`src/rtl/core/ilir_pkg.sv`:
```
// Package for the indexed list block: sizes, operation and status codes,
// and the request, response, state and command types used by the modules.
// Depends on nothing.
package ilir_pkg;

    // List geometry.
    localparam int CAPACITY    = 16;
    localparam int ADDR_W      = $clog2(CAPACITY);
    localparam int CNT_W       = $clog2(CAPACITY + 1);
    localparam int INDEX_W     = 4;
    localparam int COUNT_OUT_W = 5;
    localparam int WORD_W      = 32;
    localparam int CMP_W       = (CNT_W > INDEX_W) ? CNT_W : INDEX_W;

    // Operation codes carried in a request.
    typedef enum logic [1:0] {
        OP_APPEND  = 2'd0,
        OP_PREPEND = 2'd1,
        OP_POP     = 2'd2,
        OP_REMOVE  = 2'd3
    } op_t;

    // Status codes carried in a response.
    typedef enum logic [1:0] {
        STAT_OK    = 2'd0,
        STAT_FULL  = 2'd1,
        STAT_EMPTY = 2'd2,
        STAT_RANGE = 2'd3
    } status_t;

    // Request transaction payload.
    typedef struct packed {
        op_t                       op;
        logic signed [WORD_W-1:0]  value;
        logic [INDEX_W-1:0]        index;
    } req_t;

    // Response transaction payload.
    typedef struct packed {
        logic signed [WORD_W-1:0]  removed_value;
        status_t                   status;
        logic [COUNT_OUT_W-1:0]    count;
    } rsp_t;

    // Controller states.
    typedef enum logic [1:0] {
        S_IDLE = 2'd0,
        S_EXEC = 2'd1,
        S_DONE = 2'd2
    } state_t;

    // Commands from the controller to the datapath.
    typedef struct packed {
        logic load;
        logic exec;
    } cmd_t;

endpackage

```
`src/rtl/core/indexed_list_insert_remove_top.sv`:
```
// Indexed list top level: bounded ordered list with append, prepend, pop
// and remove-at-index. A request is captured in the capture state, executed in
// the execute state, and its response is held valid in the hand-off state until
// taken; a new request is accepted only after the hand-off, one at a time.
// Reset clears the fill count and controller; entry cells are not reset.
// Depends on ilir_pkg, ilir_ctrl and ilir_dp.
module indexed_list_insert_remove_top
    import ilir_pkg::*;
(
    input  logic  clk,
    input  logic  rst_n,
    input  logic  in_valid,
    output logic  in_ready,
    input  req_t  in_data,
    output logic  out_valid,
    input  logic  out_ready,
    output rsp_t  out_data
);

    cmd_t cmd;

    // Transaction sequencing.
    ilir_ctrl u_ctrl (
        .clk       (clk),
        .rst_n     (rst_n),
        .in_valid  (in_valid),
        .in_ready  (in_ready),
        .out_valid (out_valid),
        .out_ready (out_ready),
        .cmd       (cmd)
    );

    // List storage and operation logic.
    ilir_dp u_dp (
        .clk      (clk),
        .rst_n    (rst_n),
        .cmd      (cmd),
        .in_data  (in_data),
        .out_data (out_data)
    );

endmodule

```
`src/rtl/core/ilir_ctrl.sv`:
```
// Controller for the indexed list: sequences capture, execution and
// response hand-off of one transaction at a time. Depends on ilir_pkg.
module ilir_ctrl
    import ilir_pkg::*;
(
    input  logic   clk,
    input  logic   rst_n,
    input  logic   in_valid,
    output logic   in_ready,
    output logic   out_valid,
    input  logic   out_ready,
    output cmd_t   cmd
);

    state_t state_reg;
    state_t state_next;

    // State register.
    always_ff @(posedge clk or negedge rst_n)
    begin
        if (!rst_n)
        begin
            state_reg <= S_IDLE;
        end
        else
        begin
            state_reg <= state_next;
        end
    end

    // Next-state logic.
    always_comb
    begin
        state_next = state_reg;
        case (state_reg)
            S_IDLE:
            begin
                if (in_valid)
                begin
                    state_next = S_EXEC;
                end
            end
            S_EXEC:
            begin
                state_next = S_DONE;
            end
            S_DONE:
            begin
                if (out_ready)
                begin
                    state_next = S_IDLE;
                end
            end
            default:
            begin
                state_next = S_IDLE;
            end
        endcase
    end

    // Output decode.
    always_comb
    begin
        in_ready  = 1'b0;
        out_valid = 1'b0;
        cmd       = '0;
        case (state_reg)
            S_IDLE:
            begin
                in_ready = 1'b1;
                cmd.load = in_valid;
            end
            S_EXEC:
            begin
                cmd.exec = 1'b1;
            end
            S_DONE:
            begin
                out_valid = 1'b1;
            end
            default:
            begin
                in_ready = 1'b0;
            end
        endcase
    end

endmodule

```
`src/rtl/core/ilir_dp.sv`:
```
// Datapath for the indexed list: request register, the row of entry cells
// that shift in parallel, the fill count and the response register.
// Depends on ilir_pkg.
module ilir_dp
    import ilir_pkg::*;
(
    input  logic  clk,
    input  logic  rst_n,
    input  cmd_t  cmd,
    input  req_t  in_data,
    output rsp_t  out_data
);

    req_t                      req_reg;
    req_t                      req_next;
    logic signed [WORD_W-1:0]  entries_reg [CAPACITY];
    logic signed [WORD_W-1:0]  entries_next [CAPACITY];
    logic [CNT_W-1:0]          count_reg;
    logic [CNT_W-1:0]          count_next;
    rsp_t                      rsp_reg;
    rsp_t                      rsp_next;

    logic signed [WORD_W-1:0]  up_arr [CAPACITY];
    logic signed [WORD_W-1:0]  down_arr [CAPACITY];
    logic [CMP_W-1:0]          rm_pos;
    logic [ADDR_W-1:0]         rm_addr;
    logic                      full;

    // Capture the request when the controller accepts a transaction.
    always_comb
    begin
        req_next = req_reg;
        if (cmd.load)
        begin
            req_next = in_data;
        end
    end

    // Neighbor views of the cells: shifted up for prepend, down for removal.
    always_comb
    begin
        up_arr[0]            = req_reg.value;
        down_arr[CAPACITY-1] = entries_reg[CAPACITY-1];
        for (int i = 1; i < CAPACITY; i++)
        begin
            up_arr[i]       = entries_reg[i-1];
            down_arr[i-1]   = entries_reg[i];
        end
    end

    // Removal position: the head for a pop, the requested index otherwise.
    always_comb
    begin
        if (req_reg.op == OP_POP)
        begin
            rm_pos = '0;
        end
        else
        begin
            rm_pos = CMP_W'(req_reg.index);
        end
        rm_addr = rm_pos[ADDR_W-1:0];
        full    = (count_reg == CNT_W'(CAPACITY));
    end

    // Execute the operation on the cells and form the response.
    always_comb
    begin
        entries_next = entries_reg;
        count_next   = count_reg;
        rsp_next     = rsp_reg;
        if (cmd.exec)
        begin
            rsp_next.removed_value = '0;
            rsp_next.status        = STAT_OK;
            case (req_reg.op)
                OP_APPEND:
                begin
                    if (full)
                    begin
                        rsp_next.status = STAT_FULL;
                    end
                    else
                    begin
                        entries_next[count_reg[ADDR_W-1:0]] = req_reg.value;
                        count_next = count_reg + CNT_W'(1);
                    end
                end
                OP_PREPEND:
                begin
                    if (full)
                    begin
                        rsp_next.status = STAT_FULL;
                    end
                    else
                    begin
                        entries_next = up_arr;
                        count_next   = count_reg + CNT_W'(1);
                    end
                end
                OP_POP, OP_REMOVE:
                begin
                    if (rm_pos >= CMP_W'(count_reg))
                    begin
                        if (req_reg.op == OP_POP)
                        begin
                            rsp_next.status = STAT_EMPTY;
                        end
                        else
                        begin
                            rsp_next.status = STAT_RANGE;
                        end
                    end
                    else
                    begin
                        rsp_next.removed_value = entries_reg[rm_addr];
                        for (int i = 0; i < CAPACITY; i++)
                        begin
                            if (ADDR_W'(i) >= rm_addr)
                            begin
                                entries_next[i] = down_arr[i];
                            end
                        end
                        count_next = count_reg - CNT_W'(1);
                    end
                end
                default:
                begin
                    rsp_next.status = STAT_OK;
                end
            endcase
            rsp_next.count = COUNT_OUT_W'(count_next);
        end
    end

    // Fill count is control state and is cleared by reset.
    always_ff @(posedge clk or negedge rst_n)
    begin
        if (!rst_n)
        begin
            count_reg <= '0;
        end
        else
        begin
            count_reg <= count_next;
        end
    end

    // Payload registers carry no reset.
    always_ff @(posedge clk)
    begin
        req_reg     <= req_next;
        entries_reg <= entries_next;
        rsp_reg     <= rsp_next;
    end

    assign out_data = rsp_reg;

endmodule
```
`config.mk`:
```
export PLATFORM = sky130hd
export DESIGN_NAME = indexed_list_insert_remove_top
export DESIGN_NICKNAME = d
export VERILOG_FILES = /design/src/rtl/core/ilir_pkg.sv /design/src/rtl/core/indexed_list_insert_remove_top.sv /design/src/rtl/core/ilir_ctrl.sv /design/src/rtl/core/ilir_dp.sv
export SDC_FILE = /design/constraint.sdc
export NUM_CORES = 2
export LEC_CHECK = 0
export ABC_AREA = 1
export BUFFER_PORTS_ARGS = -buffer_cell sky130_fd_sc_hd__buf_2
export CAP_MARGIN = 5
export CORE_ASPECT_RATIO = 1.1
export CORE_UTILIZATION = 30
export CTS_CLUSTER_SIZE = 14
export DETAILED_ROUTE_END_ITERATION = 10
export SYNTH_ARGS = -nofsm -noshare
export SYNTH_HDL_FRONTEND = slang
export SYNTH_SLANG_ARGS = --single-unit
export TNS_END_PERCENT = 1
```
`constraint.sdc`:
```
create_clock -name clk -period 8.39 [get_ports clk]
set_input_delay 1.678 -clock clk [delete_from_list [all_inputs] [get_ports clk]]
set_output_delay 1.678 -clock clk [all_outputs]
set_load 0.02 [all_outputs]
```
==> Word level (Yosys, flattened, before mapping) <==
Index checks and enable logic that the tools add are counted.
{ "totals": {"reg_bits": 596} }
{ "op_classes": {"addsub": 2, "magnitude_cmp": 19, "n_eq_ne": 26, "mux": 40, "bitwise_logic": 3, "reduce_logical": 23} }
{ "ops": {"columns": ["cell", "count"], "rows": [
  ["512-bit 2-to-1 mux", 3],
  ["512-bit case mux with 3 select lines", 1],
  ["32-bit 2-to-1 mux", 18],
  ["512-bit bitwise mux", 1],
  ["32-bit binary-select mux with 4-bit select", 1],
  ["32-bit demux with 4-bit select", 1],
  ["5-bit AND reduction", 15],
  ["2-bit by 1-bit inequality test with 1-bit output (second input constant)", 15],
  ["4-bit greater-or-equal comparator (first input constant)", 7],
  ["3-bit by 4-bit greater-or-equal comparator with 1-bit output (first input constant)", 4],
  ["5-bit greater-or-equal comparator (second input constant)", 2],
  ["5-bit 2-to-1 mux", 2],
  ["2-bit inequality test (second input constant)", 5],
  ["4-bit NOT with 5-bit output", 2],
  ["5-bit case mux with 2 select lines", 1],
  ["1-bit by 4-bit greater-or-equal comparator with 1-bit output (first input constant)", 2],
  ["2-bit by 4-bit greater-or-equal comparator with 1-bit output (first input constant)", 2],
  ["2-bit equality test (second input constant)", 3],
  ["1-bit 2-to-1 mux", 6],
  ["2-bit 2-to-1 mux", 3],
  ["2-bit case mux with 3 select lines", 1],
  ["2-bit OR reduction", 3],
  ["5-bit by 1-bit adder with 5-bit output (second input constant)", 1],
  ["5-bit equality test (second input constant)", 1],
  ["11 further kinds", 13]
]} }

==> Logic depth before layout (Yosys ltp) <==
{ "logic_depth": {"word_depth": 8, "ltp_mapped": 19, "depth_no_buf": 17} }

==> Hierarchy <==
From an unflattened synthesis, not the netlist that was laid out.
{ "hier_totals": {"hier_cells": 3476, "hier_area_um2": 32277.2} }
{ "modules_own_cells": {"columns": ["module", "n_inst", "cells_per_inst", "area_each_um2", "seq_area_each_um2"], "rows": [
  ["ilir_dp", 1, 3463, 32177.1, 17812.1],
  ["ilir_ctrl", 1, 13, 100.1, 50.0]
]} }

==> Worst setup path before layout <==
No wires, ideal clock.
{ "synth_path": {"path_type": "register to register", "startpoint": "reg u_ctrl.state_reg[0]", "endpoint": "reg with a tool-made name", "setup_time_ps": 470, "t_arrival_ps": 5319, "required_ps": 7920, "slack_ps": 2601, "path_stages_with_launch": 5, "n_path_buf": 0, "period_less_slack_ps": 5789, "cell_sequence": "dfrtp_1 -> inv_1 -> nor2_1 -> inv_1 -> a211oi_1"} }
{ "synth_rtl": {"columns": ["item", "line_no", "rtl"], "rows": [
  ["start, declared", "ilir_ctrl.sv:15", "state_t state_reg;"],
  ["start signal, assigned", "ilir_ctrl.sv:27", "state_reg <= state_next;"]
]} }

==> results.toml <==
[floorplanning]
start_util_pct = 30.4
die-area_mm2 = 0.108
die_x_um = 314
core_region_area_mm2 = 0.106
rows = 125
pin_count = 83
dieHeight_um = 345

[worst_setup_path]
path_class = "flip-flop to flip-flop"
worst-endpoint-arrival_ps = 6280
end_kind = "flip-flop"
cp-start-kind = "flip-flop"
critPathMaxFanout = 50
crit_path_cell_trace = "buf_4 > nand2_4 > nand2_4 > clkinv_2 > ha_1 > nand2_1 > nand3_1 > nand2_1 > nand2_1 > nand2_1 > nand2_2 > nand2_4 > nand2_4 > inv_2 > nand2_1 > nor2_4"
cp_slowest_cell = "nor2_4"
cp_slowest_stage_delay_ps = 880
cp_common_cell = "nand2_1"
critPathRequiredTime_ps = 8610

[power]
p_per_area_mw_per_mm2 = 291
p_sw_share_pct = 37.7
comb_power_share_pct = 32.1
intPower_mw = 6.48
pwr-share-clk_pct = 26.8
ir_worst_vdd_v = 0.000147
p_leak_nw = 13.1
power_switching_mw = 3.91
seqPwrFrac_pct = 41.1

[synth]
synth_area_leader_cell = "edfxtp_1"
synth_seq_cells = 596
yosysUniqueCellTypes = 26
synthCells = 3453
synth_fp_nets = 3502
yosys_warnings = 0
synthTopCellsByArea = "edfxtp_1 (55%), o221ai_1 (12%), nand2_1 (7.3%)"
synth_top_area_share_pct = 55.0
syn_avg_cell_area_um2 = 9.31
synth.cell_area_mm2 = 0.0321
yosys_most_used_dff = "edfxtp_1"
synthArstFlopShare_pct = 1.17
yosysSeqAreaShare_pct = 55.6
synth_edf_count = 589

[timing]
fmax_mhz = 165
finalSetupTns_ps = 0
period_minus_slack_ps = 6060
tightestPinTransition_ps = 1340
min_period_over_period_pct = 72.2
rsz0062_at_grt = "no"
drv_slew = 0
setup_viol = 0
fin_skew_ps = 16.2
final_hold_viol_count = 0
slew_headroom_pct = 10.1

[place]
dp_cells = 4692
gp_congestion = 0.853
portBuffers = 82
dp_hpwl_mm = 62.0

[detailed_routing]
via_per_inst = 5.52
drc = 0
wl_per_cell_um = 21.1
wl_mm = 101
antenna_left = 0
dr_total_vias = 26500
drtPass1Iterations = 6
drt_iter0_markers = 3519

[clock_tree]
postCtsSetupRepairBufs = 0
numCtsBuffers = 67
path_clk_slew_ps = 60
clockBufferDepth = 3
root_buffer = "clkbuf_16"
htree_levels = 3
cts_tree = "done"
ctsResizeCount = 0
ctsHoldBuffers = 0
cts.sink_count = 596
clk_latency_ps = 610

[cells_and_area]
fin_cells = 4808
area_delta_synth_final_pct = 11.1
fin_util_pct = 33.7
layout-drive-gt1-share_pct = 7.89
n_fill_cell = 10600
nets = 3413

[job]
maxCapViolCount = 0

[grt]
antenna_found_initial = 3
grt_pass1_wl_mm = 155
grt_pass1_vias = 24700
track_usage_pct = 18.1
grt_max_degree = 197
grt_overflow = 0

[min_path]
min_path_type = "flip-flop to flip-flop"

[run_status]
status = "finished clean"
[power by group through the flow]
stage | clock network [mW] | registers [mW] | logic (mW)
5_1_grt | 2.93 | 4.32 | 3.61
6_report | 2.79 | 4.27 | 3.33
2_1_floorplan | 0 | 4.33 | 2.14
3_3_place_gp | 0 | 4.32 | 3.24
4_1_cts | 2.84 | 4.27 | 3.29
3_5_place_dp | 0 | 4.33 | 3.28
[layer usage]
metal / global-route usage [%] / routed length [um] / vias up
li1: - / - / 12100
met3: 2.36 / 8970 / 171
met5: 0 / 0 / -
met1: 27.1 / 45400 / 12800
met2: 26.8 / 44500 / 1410
met4: 5.70 / 2540 / 0
[final cells by class]
type | count | area, um^2 | area share, %
Sequential cell | 596 | 17900 | 50.0
Timing Repair Buffer | 136 | 878 | 2.46
Tap cell | 1397 | 1750 | 4.89
Antenna cell | 1 | 2.50 | 0.00701
Inverter | 620 | 2340 | 6.55
Multi-Input combinational cell | 1943 | 10900 | 30.5
Clock inverter | 28 | 185 | 0.519
Clock buffer | 87 | 1790 | 5.02
[stage by stage]
stage / power [mW] / hold WS, ps / setup slack [ps] / instance area (um^2)
finish: 10.4 / 503 / 2330 / 35700
global route: 10.9 / 539 / 2040 / 35700
CTS: 10.4 / 506 / 2370 / 35700
detailed placement: 7.61 / 498 / 2400 / 33700
global placement: 7.56 / 489 / 2420 / 33700
floorplan: 6.47 / 453 / 2600 / 32100
[synthesized netlist by cell type, types with 5 or more instances]
master,count
nor3_1,5
a21oi_1,199
dfrtp_1,7
nand2_4,5
o211ai_1,32
inv_1,609
nor2_1,128
buf_4,5
inv_2,10
edfxtp_1,589
o21ai_0,145
ha_1,7
nand3_1,109
o21ai_1,157
clkbuf_1,197
buf_2,71
nand2_1,628
buf_1,21
o22ai_1,67
o221ai_1,449
[layout by cell type, fill, tap and decap left out, drive strengths merged, types with 5 or more instances in the layout]
cell type and count:
a21oi 199, nor2 131, o211ai 32, nor3 5, clkinv 25, o221ai 449, o22ai 67, buf 136
clkbuf 87, inv 619, edfxtp 589, dfrtp 7, nand3 109, nand2 635, ha 7, o21ai 302
[worst max-delay path, delay by kind of cell, from the launching register on]
kind	cells	cell delay [ps]
flops	1	320
simple gates	12	3200
buf+inv	3	1520
fa+ha+maj	1	560
[final timing paths]
| path | from | end | slack [ps] | cells past startpoint |
|---|---|---|---|---|
| max in group asynchronous | rst_n | u_ctrl.state_reg[0] | 7320 | 1 |
| min | u_ctrl.state_reg[0] | u_ctrl.state_reg[0] | 500 | 1 |
| max reg2reg | u_dp.req_reg[37] | flip-flop | 2330 | 16 |
| min reg2reg | u_ctrl.state_reg[0] | u_ctrl.state_reg[0] | 500 | 1 |
| max | u_dp.req_reg[37] | flip-flop | 2330 | 16 |
| min in group asynchronous | rst_n | u_dp.count_reg[0] | 900 | 1 |
[logic make-up after synthesis]
kind of cell,Yosys count,share of synthesized area [%]
buffers and inverters,914,11.0
XOR/XNOR,4,0.109
adder cells (fa/ha/maj),7,0.272
AO/OA/AOI/OAI,1050,22.1
flip-flops,596,55.6
AND/OR/NAND/NOR,882,10.9
Note: power is estimated with default switching activity, not from simulation.
